[src/hw/rtl/odo_pkg.sv]
// ============================================================================
// Odometry package
// Beat types, register indexes, reset values and shared saturation logic for
// the differential-drive odometry block.
// ============================================================================
`timescale 1ns / 1ps

package odo_pkg;

  // Widths of the fixed fields.
  localparam int COUNT_W   = 16;
  localparam int GAIN_W    = 32;
  localparam int VALUE_W   = 32;
  localparam int MAG_W     = COUNT_W + 1;
  localparam int CFG_IDX_W = 2;

  // Register indexes on the configuration port.
  localparam logic [CFG_IDX_W-1:0] REG_LINEAR_GAIN  = 2'd0;
  localparam logic [CFG_IDX_W-1:0] REG_ANGULAR_GAIN = 2'd1;

  // Register reset values.
  localparam logic [GAIN_W-1:0] LINEAR_GAIN_RESET  = 32'd183180;
  localparam logic [GAIN_W-1:0] ANGULAR_GAIN_RESET = 32'd1592900;

  // Input beat.
  typedef struct packed {
    logic [COUNT_W-1:0] left_count;
    logic [COUNT_W-1:0] right_count;
    logic [COUNT_W-1:0] time_ms;
  } odo_in_t;

  // Output beat.
  typedef struct packed {
    logic signed [VALUE_W-1:0] translation;
    logic signed [VALUE_W-1:0] rotation;
    logic signed [VALUE_W-1:0] linear_speed;
    logic signed [VALUE_W-1:0] angular_speed;
    logic                      speed_valid;
  } odo_out_t;

  // Saturate a sign and magnitude pair to 32-bit two's complement.
  function automatic logic [VALUE_W-1:0] sat32(input logic neg,
                                               input logic [VALUE_W:0] mag);
    logic [VALUE_W:0] lim;
    begin
      if (neg) begin
        lim = (mag > {2'b01, {(VALUE_W-1){1'b0}}}) ? {2'b01, {(VALUE_W-1){1'b0}}} : mag;
        sat32 = VALUE_W'(~lim[VALUE_W-1:0] + 1'b1);
      end else begin
        lim = (mag > {2'b00, {(VALUE_W-1){1'b1}}}) ? {2'b00, {(VALUE_W-1){1'b1}}} : mag;
        sat32 = lim[VALUE_W-1:0];
      end
    end
  endfunction

endpackage

[src/hw/rtl/differential_drive_odometry_unit.sv]
// ============================================================================
// Differential-drive odometry unit
// Throughput: one sample at a time; the next is taken once the result is
// queued. Each sample passes through the 17-step scaler and, when speeds
// are valid, the 32-step rate divider.
// Reset: gains return to their defaults and the previous sample is cleared.
// ============================================================================
`timescale 1ns / 1ps

module differential_drive_odometry_unit import odo_pkg::*; (
  input  logic                 clk,
  input  logic                 rst,
  input  logic                 in_valid,
  output logic                 in_stall,
  input  odo_in_t              in_data,
  output logic                 out_valid,
  input  logic                 out_stall,
  output odo_out_t             out_data,
  input  logic                 cfg_we,
  input  logic [CFG_IDX_W-1:0] cfg_index,
  input  logic [GAIN_W-1:0]    cfg_data
);

  typedef enum logic [3:0] {
    S_IDLE = 4'b0001,
    S_MUL  = 4'b0010,
    S_DIV  = 4'b0100,
    S_DONE = 4'b1000
  } seq_state_t;

  seq_state_t         state;
  logic [GAIN_W-1:0]  linear_gain;
  logic [GAIN_W-1:0]  angular_gain;
  logic [COUNT_W-1:0] last_left;
  logic [COUNT_W-1:0] last_right;
  logic [COUNT_W-1:0] last_time;
  logic               have_last;
  logic [COUNT_W-1:0] dt;
  logic               spd_valid;

  logic               accept;
  logic [COUNT_W-1:0] dl, dr, dt_next;
  logic [MAG_W-1:0]   sum_next, diff_next, sum_mag, diff_mag;
  logic               lin_done, rot_done, lin_div_done, rot_div_done;
  logic [VALUE_W-1:0] trans, rot, lin_spd, ang_spd;
  logic               div_start;

  assign accept   = in_valid && !in_stall;
  assign in_stall = (state != S_IDLE);

  // Configuration registers.
  always_ff @(posedge clk) begin
    if (rst) begin
      linear_gain  <= LINEAR_GAIN_RESET;
      angular_gain <= ANGULAR_GAIN_RESET;
    end else if (cfg_we) begin
      case (cfg_index)
        REG_LINEAR_GAIN:  linear_gain  <= cfg_data;
        REG_ANGULAR_GAIN: angular_gain <= cfg_data;
        default: begin
        end
      endcase
    end
  end

  // Wrapped tick deltas, zero before the first sample.
  assign dl = have_last ? COUNT_W'(in_data.left_count - last_left) : '0;
  assign dr = have_last ? COUNT_W'(in_data.right_count - last_right) : '0;
  assign dt_next = COUNT_W'(in_data.time_ms - last_time);

  // Signed sum and difference, then magnitudes for the scalers.
  assign sum_next  = {dl[COUNT_W-1], dl} + {dr[COUNT_W-1], dr};
  assign diff_next = {dr[COUNT_W-1], dr} - {dl[COUNT_W-1], dl};
  assign sum_mag   = sum_next[MAG_W-1] ? MAG_W'(~sum_next + 1'b1) : sum_next;
  assign diff_mag  = diff_next[MAG_W-1] ? MAG_W'(~diff_next + 1'b1) : diff_next;

  odo_mul u_lin_mul (
    .clk    (clk),
    .rst    (rst),
    .start  (accept),
    .neg    (sum_next[MAG_W-1]),
    .mag    (sum_mag),
    .gain   (linear_gain),
    .done   (lin_done),
    .result (trans)
  );

  odo_mul u_rot_mul (
    .clk    (clk),
    .rst    (rst),
    .start  (accept),
    .neg    (diff_next[MAG_W-1]),
    .mag    (diff_mag),
    .gain   (angular_gain),
    .done   (rot_done),
    .result (rot)
  );

  assign div_start = (state == S_MUL) && lin_done && rot_done && spd_valid;

  odo_div u_lin_div (
    .clk    (clk),
    .rst    (rst),
    .start  (div_start),
    .value  (trans),
    .dt     (dt),
    .done   (lin_div_done),
    .result (lin_spd)
  );

  odo_div u_rot_div (
    .clk    (clk),
    .rst    (rst),
    .start  (div_start),
    .value  (rot),
    .dt     (dt),
    .done   (rot_div_done),
    .result (ang_spd)
  );

  // Sample history and sequencer.
  always_ff @(posedge clk) begin
    if (rst) begin
      state      <= S_IDLE;
      last_left  <= '0;
      last_right <= '0;
      last_time  <= '0;
      have_last  <= 1'b0;
    end else begin
      case (state)
        S_IDLE: begin
          if (accept) begin
            dt         <= dt_next;
            spd_valid  <= have_last && (dt_next != '0);
            last_left  <= in_data.left_count;
            last_right <= in_data.right_count;
            last_time  <= in_data.time_ms;
            have_last  <= 1'b1;
            state      <= S_MUL;
          end
        end
        S_MUL: begin
          if (lin_done && rot_done) begin
            state <= spd_valid ? S_DIV : S_DONE;
          end
        end
        S_DIV: begin
          if (lin_div_done && rot_div_done) begin
            state <= S_DONE;
          end
        end
        S_DONE: begin
          if (!out_valid || !out_stall) begin
            state <= S_IDLE;
          end
        end
        default: begin
          state <= S_IDLE;
        end
      endcase
    end
  end

  // Output register: holds a finished beat while the next sample is taken.
  always_ff @(posedge clk) begin
    if (rst) begin
      out_valid <= 1'b0;
    end else if ((state == S_DONE) && (!out_valid || !out_stall)) begin
      out_valid                <= 1'b1;
      out_data.translation     <= trans;
      out_data.rotation        <= rot;
      out_data.linear_speed    <= spd_valid ? lin_spd : '0;
      out_data.angular_speed   <= spd_valid ? ang_spd : '0;
      out_data.speed_valid     <= spd_valid;
    end else if (out_valid && !out_stall) begin
      out_valid <= 1'b0;
    end
  end

endmodule

[src/hw/rtl/odo_mul.sv]
// ============================================================================
// Odometry serial scaler
// Multiplies a 17-bit tick magnitude by a Q0.32 gain one multiplier bit per
// cycle, then rounds to Q16.16 and saturates to signed 32 bits.
// ============================================================================
`timescale 1ns / 1ps

module odo_mul import odo_pkg::*; (
  input  logic               clk,
  input  logic               rst,
  input  logic               start,
  input  logic               neg,
  input  logic [MAG_W-1:0]   mag,
  input  logic [GAIN_W-1:0]  gain,
  output logic               done,
  output logic [VALUE_W-1:0] result
);

  localparam int CNT_W = $clog2(MAG_W);

  typedef enum logic [2:0] {
    M_IDLE = 3'b001,
    M_RUN  = 3'b010,
    M_FIN  = 3'b100
  } mul_state_t;

  mul_state_t       state;
  logic [CNT_W-1:0] cnt;
  logic [GAIN_W-1:0] acc;
  logic [MAG_W-1:0] mplr;
  logic             sign;
  logic [GAIN_W:0]  sum_next;
  logic [VALUE_W:0] round_next;

  // One shift-add step: add the gain when the low multiplier bit is set.
  assign sum_next = {1'b0, acc} + (mplr[0] ? {1'b0, gain} : {(GAIN_W+1){1'b0}});

  // Product bits 48..16 plus the rounding bit 15.
  assign round_next = {acc, mplr[MAG_W-1]} + {{VALUE_W{1'b0}}, mplr[MAG_W-2]};

  // Sequencer and datapath.
  always_ff @(posedge clk) begin
    if (rst) begin
      state <= M_IDLE;
      cnt   <= '0;
      done  <= 1'b0;
    end else begin
      done <= 1'b0;
      case (state)
        M_IDLE: begin
          if (start) begin
            state <= M_RUN;
            cnt   <= '0;
            acc   <= '0;
            mplr  <= mag;
            sign  <= neg;
          end
        end
        M_RUN: begin
          acc  <= sum_next[GAIN_W:1];
          mplr <= {sum_next[0], mplr[MAG_W-1:1]};
          cnt  <= cnt + 1'b1;
          if (cnt == CNT_W'(MAG_W - 1)) begin
            state <= M_FIN;
          end
        end
        M_FIN: begin
          result <= sat32(sign, round_next);
          done   <= 1'b1;
          state  <= M_IDLE;
        end
        default: begin
          state <= M_IDLE;
        end
      endcase
    end
  end

endmodule

[src/hw/rtl/odo_div.sv]
// ============================================================================
// Odometry serial rate divider
// Forms displacement * 1000 / elapsed ms, one quotient bit per cycle, with
// truncation toward zero and saturation to signed 32 bits.
// ============================================================================
`timescale 1ns / 1ps

module odo_div import odo_pkg::*; (
  input  logic               clk,
  input  logic               rst,
  input  logic               start,
  input  logic [VALUE_W-1:0] value,
  input  logic [COUNT_W-1:0] dt,
  output logic               done,
  output logic [VALUE_W-1:0] result
);

  localparam int CNT_W  = $clog2(VALUE_W);
  localparam int PROD_W = VALUE_W + 10;

  typedef enum logic [4:0] {
    D_IDLE  = 5'b00001,
    D_MAG   = 5'b00010,
    D_SCALE = 5'b00100,
    D_ITER  = 5'b01000,
    D_FIN   = 5'b10000
  } div_state_t;

  div_state_t         state;
  logic [CNT_W-1:0]   cnt;
  logic [VALUE_W-1:0] val;
  logic [COUNT_W-1:0] divisor;
  logic               sign;
  logic [VALUE_W-1:0] mag;
  logic [COUNT_W-1:0] rem;
  logic [VALUE_W-1:0] quo;
  logic               ovf;
  logic [PROD_W-1:0]  prod_next;
  logic [COUNT_W+1:0] trial_next;
  logic               zero_q;

  // Times 1000 as 1024 - 16 - 8.
  assign prod_next = {mag, 10'b0} - {6'b0, mag, 4'b0} - {7'b0, mag, 3'b0};

  // Restoring step on the next dividend bit.
  assign trial_next = {1'b0, rem, quo[VALUE_W-1]} - {2'b0, divisor};

  assign zero_q = (quo == '0);

  always_ff @(posedge clk) begin
    if (rst) begin
      state <= D_IDLE;
      cnt   <= '0;
      done  <= 1'b0;
    end else begin
      done <= 1'b0;
      case (state)
        D_IDLE: begin
          if (start) begin
            val     <= value;
            divisor <= dt;
            state   <= D_MAG;
          end
        end
        // Split the displacement into sign and magnitude.
        D_MAG: begin
          sign  <= val[VALUE_W-1];
          mag   <= val[VALUE_W-1] ? VALUE_W'(~val + 1'b1) : val;
          state <= D_SCALE;
        end
        // Scale by 1000; a top part at or above the divisor means the
        // quotient cannot fit in 32 bits.
        D_SCALE: begin
          ovf   <= {6'b0, prod_next[PROD_W-1:VALUE_W]} >= divisor;
          rem   <= {6'b0, prod_next[PROD_W-1:VALUE_W]};
          quo   <= prod_next[VALUE_W-1:0];
          cnt   <= '0;
          state <= D_ITER;
        end
        D_ITER: begin
          if (!trial_next[COUNT_W+1]) begin
            rem <= trial_next[COUNT_W-1:0];
            quo <= {quo[VALUE_W-2:0], 1'b1};
          end else begin
            rem <= {rem[COUNT_W-2:0], quo[VALUE_W-1]};
            quo <= {quo[VALUE_W-2:0], 1'b0};
          end
          cnt <= cnt + 1'b1;
          if (cnt == CNT_W'(VALUE_W - 1)) begin
            state <= D_FIN;
          end
        end
        D_FIN: begin
          if (ovf) begin
            result <= sat32(sign, {1'b1, {VALUE_W{1'b0}}});
          end else begin
            result <= sat32(sign && !zero_q, {1'b0, quo});
          end
          done  <= 1'b1;
          state <= D_IDLE;
        end
        default: begin
          state <= D_IDLE;
        end
      endcase
    end
  end

endmodule

[config.mk]
export PLATFORM = sky130hd
export DESIGN_NAME = differential_drive_odometry_unit
export DESIGN_NICKNAME = d
export VERILOG_FILES = /design/src/hw/rtl/odo_pkg.sv /design/src/hw/rtl/differential_drive_odometry_unit.sv /design/src/hw/rtl/odo_mul.sv /design/src/hw/rtl/odo_div.sv
export SDC_FILE = /design/constraint.sdc
export NUM_CORES = 2
export LEC_CHECK = 0
export BUFFER_PORTS_ARGS = -buffer_cell sky130_fd_sc_hd__buf_2
export CAP_MARGIN = 25
export CORE_MARGIN = 10
export CORE_UTILIZATION = 35
export DETAILED_ROUTE_END_ITERATION = 16
export GPL_ROUTABILITY_DRIVEN = 0
export GPL_TIMING_DRIVEN = 0
export SLEW_MARGIN = 20
export SYNTH_ARGS = -nofsm -noshare
export SYNTH_HDL_FRONTEND = slang
export SYNTH_HIERARCHICAL = 1
export SYNTH_SLANG_ARGS = --single-unit
[constraint.sdc]
create_clock -name clk -period 31.3 [get_ports clk]
set_input_delay 3.13 -clock clk [delete_from_list [all_inputs] [get_ports clk]]
set_output_delay 3.13 -clock clk [all_outputs]
set_load 0.1 [all_outputs]
# After elaboration in Yosys (flattened, before gate mapping)

Cells that the tools add are included.

Multipliers: 0
Eq/ne operators: 38
Reduce and logical (&&, ||, !) cells: 54
Magnitude comparators: 10
Shift operators: 0
Bitwise operators: 9
Add/subtract/negate cells: 27
Muxes and demuxes: 66
Div/mod/pow operators: 0

Operator list:

| operator              | number |
|---|---|
| $mux 32               | 19 |
| $pmux 32 s2           | 4 |
| $add 32x1->32 const B | 6 |
| $not 32->32           | 6 |
| $sub 42x35->42        | 2 |
| $sub 42x36->42        | 2 |
| $mux 17               | 4 |
| $pmux 17 s2           | 2 |
| $add 32x33->33        | 2 |
| $add 33x1->33         | 2 |
| $gt 33x31->1 const B  | 2 |
| $gt 33x32->1 const B  | 2 |
| $gt 32x31->1 const B  | 2 |
| $gt 32x32->1 const B  | 2 |
| $logic_not 32->1      | 2 |
| $mux 16               | 4 |
| $pmux 16 s2           | 2 |
| $mux 31               | 2 |
| $sub 16x16->16        | 3 |
| $pmux 5 s2            | 4 |
| $pmux 5 s4            | 2 |
| $reduce_and 2->1      | 20 |
| $sub 17x16->18        | 2 |
| $add 17x1->17 const B | 2 |
| other kinds (36)      | 104 |

Latch bits: 0
Register bits: 792
Input bits: 87
Output and inout bits: 131
Memories kept: 0
Memory bits (writable): 0
ROM bits: 0

# Longest topological paths before layout

Depth after elaboration: 8
Gate-level depth with buffers: 26

# Cells and area by module

The synthesis kept the hierarchy.

Modules (own cells, without submodules):

| module                           | area each (um^2) | instances | cells each |
|---|---|---|---|
| differential_drive_odometry_unit | 13,523.0         | 1         | 1,410 |
| odo_div (u_lin_div)              | 11,908.9         | 1         | 1,228 |
| odo_div (u_rot_div)              | 11,725.0         | 1         | 1,198 |
| odo_mul (u_lin_mul)              | 7,322.0          | 1         | 827 |
| odo_mul (u_rot_mul)              | 7,168.1          | 1         | 832 |

# Least setup slack after synthesis

No wires, ideal clock.

Path kind: input port to flip-flop
Start: in rst
End: reg out_data[0] (netlist name), enable pin
Library setup time: 0.802 ns
Data required time: 30.498 ns
Cell stages on the path: 2
Slack: 17.846 ns
Data arrival time: 12.652 ns
Cell sequence: clkbuf_1 > nor3b_1

Word-level cells in the longest chain between the ends: 2

Ends and longest elaborated chain:

| element                    | RTL line                               | text |
|---|---|---|
| start: declaration         | differential_drive_odometry_unit.sv:12 | `input logic rst,` |
| $not 1->1 (no line)        | n/a                                    |  |
| $reduce_and 2->1 (no line) | n/a                                    |  |
| end: declaration           | differential_drive_odometry_unit.sv:18 | `output odo_out_t out_data,` |

Every way passes these cells.
A chain may end at the register's enable or synchronous reset.

# Final worst setup path

Start: in in_data[32] (netlist name)
End: reg u_lin_mul.mplr[16], data pin

Word-level cells in the longest chain between the ends: 8

Ends and longest elaborated chain:

| element                | RTL line                               | text |
|---|---|---|
| start: declaration     | differential_drive_odometry_unit.sv:15 | `input odo_in_t in_data,` |
| $sub 16x16->16 (*)     | differential_drive_odometry_unit.sv:67 | `assign dl = have_last ? COUNT_W'(in_data.left_count - last_left) : '0;` |
| $mux 16 (*)            | differential_drive_odometry_unit.sv:67 |  |
| $add 16x16->17 (*)     | differential_drive_odometry_unit.sv:72 | `assign sum_next = {dl[COUNT_W-1], dl} + {dr[COUNT_W-1], dr};` |
| $not 17->17            | differential_drive_odometry_unit.sv:74 | `assign sum_mag = sum_next[MAG_W-1] ? MAG_W'(~sum_next + 1'b1) : sum_next;` |
| $add 17x1->17          | differential_drive_odometry_unit.sv:74 |  |
| $mux 17 (*)            | differential_drive_odometry_unit.sv:74 |  |
| via sum_mag[16]        | differential_drive_odometry_unit.sv:43 | `logic [MAG_W-1:0] sum_next, diff_next, sum_mag, diff_mag;` |
| $mux 17 (*)            | odo_mul.sv:51                          | `if (start) begin` |
| $pmux 17 s2 (*)        | odo_mul.sv:49                          | `case (state)` |
| end signal: assignment | odo_mul.sv:55                          | `mplr <= mag;` |
| end signal: assignment | odo_mul.sv:61                          | `mplr <= {sum_next[0], mplr[MAG_W-1:1]};` |
| end: declaration       | odo_mul.sv:30                          | `logic [MAG_W-1:0] mplr;` |

The timed path passes the listed nets; every way through them passes the cells marked *. The select of a mux whose other input is x is not followed.

==> flow_summary.rst <==
.. list-table::
   :header-rows: 1

   * - Metric
     - Value
   * - Total DRC errors in the routed layout
     - 0
   * - DR vias
     - between 40k and 50k
   * - Initial cell density of the core
     - between 30% and 40%
   * - Leading cell types by count after synthesis
     - nand2_1 (711), edfxtp_1 (634), a21oi_1 (483)
   * - Cell internal power dissipation
     - 2.01 mW
   * - Period utilisation layout
     - between 20% and 30%
   * - Area enclosed by the die boundary
     - between 150,000 and 200,000 um^2
   * - VDD IR-drop max
     - between 0.04 and 0.05 mV
   * - Number of vias per cell
     - 5.39
   * - Fin crit period
     - between 7 and 8 ns
   * - Overall routing resource usage
     - between 10% and 20%
   * - Number of top-level pins
     - 218
   * - Synthesized instance count
     - around 5.5k
   * - Total Routed Length
     - roughly 150,000 um
   * - CORE AREA
     - 146,000 um^2
   * - Synth area leader
     - edfxtp_1
   * - Max clock buf depth
     - 3
   * - Global route overflow
     - 0
   * - CP Data Required Time
     - between 30 and 40 ns
   * - Flop pwr share
     - a little over two fifths
   * - Clock Pin Slew Worst Setup and Hold Paths
     - 0.06 ns
   * - Crit-path max FO
     - 8
   * - Share of post-route cells with drive strength above 1
     - a little under a tenth
   * - Level count of the clock H-tree
     - 3
   * - Number of warnings printed during yosys synthesis
     - 6
   * - CP max-delay cell
     - a211oi_1
   * - Worst setup path class
     - in -> reg
   * - Count of antenna-violating nets left after detailed routing
     - 0
   * - Largest delay contributor family on the critical path
     - compound AO/OA/AOI/OAI gates
   * - First-pass GRT wire length
     - 226,000 um
   * - Sw Share
     - 27.2%
   * - Clock skew after layout
     - about 0.054 ns
   * - Unrepaired setup endpoints after global routing
     - no
   * - Power per unit of standard cell area
     - between 40 and 50 nW/um^2
   * - Net total in the final layout
     - 6,295
   * - Hold-fix buffers, CTS
     - 0
   * - Number of setup violations in the final report
     - 0
   * - Most frequently used cell type in the post-synthesis netlist
     - nand2_1
   * - Flops & latches, synth
     - roughly 800
   * - Sequential share of the synthesized area
     - around 43%
   * - Max Clock Freq
     - 0.129 GHz
   * - Count of flip-flops with a built-in enable after synthesis
     - about 630
   * - CTS sink count
     - 792
   * - CTS tree
     - built
   * - Hold violation count in the final report
     - 0
   * - Fraction of registers with async set or reset after synthesis
     - 0%
   * - Clock network fraction of design power
     - between 40% and 50%
   * - Synth top area share
     - ~37%
   * - Count of pins over their slew limit
     - 0
   * - Number of max-capacitance violations reported
     - 0
   * - Synth Area per Inst
     - 9.40 um^2
   * - Critical Path Most Common Cell
     - o21ai_0
   * - Slew at the pin closest to its max-slew limit
     - 0.958 ns
   * - Part of the power in combinational logic
     - 15.8%
   * - Resize count post-CTS
     - 0
   * - P_sw
     - 0.753 mW
   * - Count of cell types in the netlist
     - 117
   * - Maximum number of pins on one net before global-route repair
     - 50
   * - Relative slew margins
     - between 30% and 40%
   * - Initial DRC count
     - approximately 3.7k
   * - Die Width
     - 404 um
   * - Vias in the first global route
     - between 40k and 50k
   * - Average detailed-routed wire length per instance
     - approximately 19 um
   * - Clock Latency Late Sink
     - just over 0.7 ns
   * - Most area-consuming cells after synthesis
     - edfxtp_1 (37%), ha_1 (7.5%), dfxtp_1 (6.1%)
   * - Cells along the critical path
     - buf_2 -> inv_1 -> ha_1 -> fa_1 -> nor2b_1 -> o21ai_0 -> a21boi_0 -> o21ai_0 -> a211oi_1 -> o21ai_0 -> a21oi_1 -> xnor2_1 -> nand2b_1 -> ha_1 -> clkbuf_1 -> inv_1 -> a21oi_1 -> mux2i_1 -> a211oi_1 -> nand4_1 -> or4_1 -> nor2_1 -> nand2_1 -> nand2_1
   * - Capturing element type of the critical path
     - flop
   * - Signed area change from the synthesized netlist to the final layout
     - 13.8%
   * - Count of buffers added by post-CTS timing repair for setup
     - 0
   * - Die boundary height
     - approximately 400 um
   * - WP buf/inv
     - 4
   * - Type of the most critical hold path
     - reg -> reg
   * - Sum of negative setup slack
     - 0 ns
   * - Result of the run
     - finished clean
   * - Fin util
     - between 40 and 50%
   * - Antenna violations before repair
     - 35
   * - HPWL reported at the end of detailed placement
     - ~110,000 um
   * - Arrival time at the worst endpoint
     - between 8 and 9 ns
   * - Synthesized net count
     - between 5k and 6k
   * - Pre-Repair DR Iteration Count
     - 8
   * - Leakage power
     - approximately 22 nW
   * - Stage delay of the slowest cell on the critical path
     - approximately 0.57 ns
   * - Number of port buffers
     - about 220
   * - Cell area after synthesis
     - between 50,000 and 60,000 um^2
   * - Kind of start point of the critical path
     - input pin
   * - Row count
     - 140
   * - Clk Tree Root Cell
     - clkbuf_16
   * - Most common flop cell mapped by yosys
     - edfxtp_1
   * - Num CTS Buffers
     - between 90 and 100
==> layer usage <==
metal | share of wire, % | GRT usage (%)
met3 | 6.7 | 3.61
met4 | 2.6 | 4.70
met2 | 46 | 28.0
met1 | 45 | 22.7
met5 | 0.097 | 0
==> final timing paths <==
kind,start,endpoint,slack (ns),cells past startpoint
worst max-delay path,in_data[32],u_lin_mul/mplr[16],23.53,24
worst min-delay path,u_lin_mul/result[23],out_data[120],0.44,0
worst max register to register,u_rot_mul/mplr[15],u_rot_mul/result[28],24.98,22
worst min register to register,u_lin_mul/result[23],out_data[120],0.44,0
==> cells by family after synthesis <==
logic type               after synthesis  synth area share [%]
XOR/XNOR                             356                  6.04
multiplexers                          43                 0.865
buffers and inverters                503                  3.84
AO/OA/AOI/OAI                       1392                  17.1
adder cells (fa/ha/maj)              368                  9.77
flip-flops                           792                  43.0
AND/OR/NAND/NOR                     2041                  19.4
==> power by group through the flow <==
stage	clock (mW)	sequential, mW	combinational (mW)
4_1_cts	1.17	1.19	0.432
2_1_floorplan	0	1.20	0.318
3_5_place_dp	0	1.21	0.430
3_3_place_gp	0	1.21	0.422
6_report	1.14	1.19	0.436
5_1_grt	1.21	1.19	0.485
==> worst reg2reg max path, stage by stage (launching register included) <==
cell       delay [ns]
edfxtp_1         0.39
ha_1             0.32
ha_1             0.19
buf_2            0.21
nand3_1          0.25
or2_2            0.35
clkbuf_1         0.16
nor2_1           0.26
and4b_1          0.24
o2bb2ai_1        0.48
nor3_4           0.12
and2_1           0.18
buf_2            0.18
o21ai_0          0.30
ha_1             0.29
o21ai_0          0.26
nor4_1           0.45
and3_1           0.21
clkbuf_1         0.32
nor3_1           0.12
a22oi_1          0.28
mux2i_1          0.12
nor4_1           0.38
==> metrics by stage <==
stage | setup slack [ns] | hold WS (ns) | instances | total power [mW] | area [um^2]
final | 23.53 | 0.444 | 7847 | 2.77 | 58800
after global routing | 23.20 | 0.462 | 7843 | 2.88 | 58800
after CTS | 23.63 | 0.443 | 7835 | 2.79 | 58800
after detailed placement | 22.88 | 0.430 | 7661 | 1.64 | 55500
after global placement | 12.21 | 0.430 | 7629 | 1.63 | 55100
after floorplan | 17.85 | 0.421 | 5495 | 1.52 | 51600
==> cell usage in the layout (no fill, tap or decap), types with 114 or more instances in the layout <==
| cell type | netlist | final |
|---|---|---|
| nand2_1 | 711 | 711 |
| and2_1 | 173 | 173 |
| o21ai_0 | 271 | 271 |
| ha_1 | 309 | 309 |
| inv_1 | 259 | 257 |
| a21oi_1 | 483 | 483 |
| nand3_1 | 114 | 114 |
| nor2_1 | 446 | 443 |
| buf_2 | 19 | 245 |
| xor2_1 | 115 | 115 |
| clkbuf_1 | 193 | 212 |
| xnor2_1 | 241 | 241 |
| edfxtp_1 | 634 | 634 |
| dfxtp_1 | 158 | 158 |
| nor3_1 | 119 | 119 |
==> state kept, by name (all words and copies together) (netlist names), 32 cells and up <==
name,cells
out_data,129
angular_gain,32
linear_gain,32
u_lin_div/mag,32
u_lin_div/quo,32
u_lin_div/result,32
u_lin_div/val,32
u_lin_mul/acc,32
u_lin_mul/result,32
u_rot_div/mag,32
u_rot_div/quo,32
u_rot_div/result,32
u_rot_div/val,32
u_rot_mul/acc,32
u_rot_mul/result,32
==> final cells by class <==
cell class / count / area [um^2]
diodes: 11 / 27.5
plain buffers: 240 / 996
clock buffers: 119 / 2530
clock inverters: 55 / 714
fillers: 14400 / 87300
inverters: 263 / 990
multi-input cells: 4200 / 27500
flip-flops and latches: 792 / 22200
well taps: 1917 / 2400
repair buffers: 250 / 1420
Power figures use the tool's default switching activity.
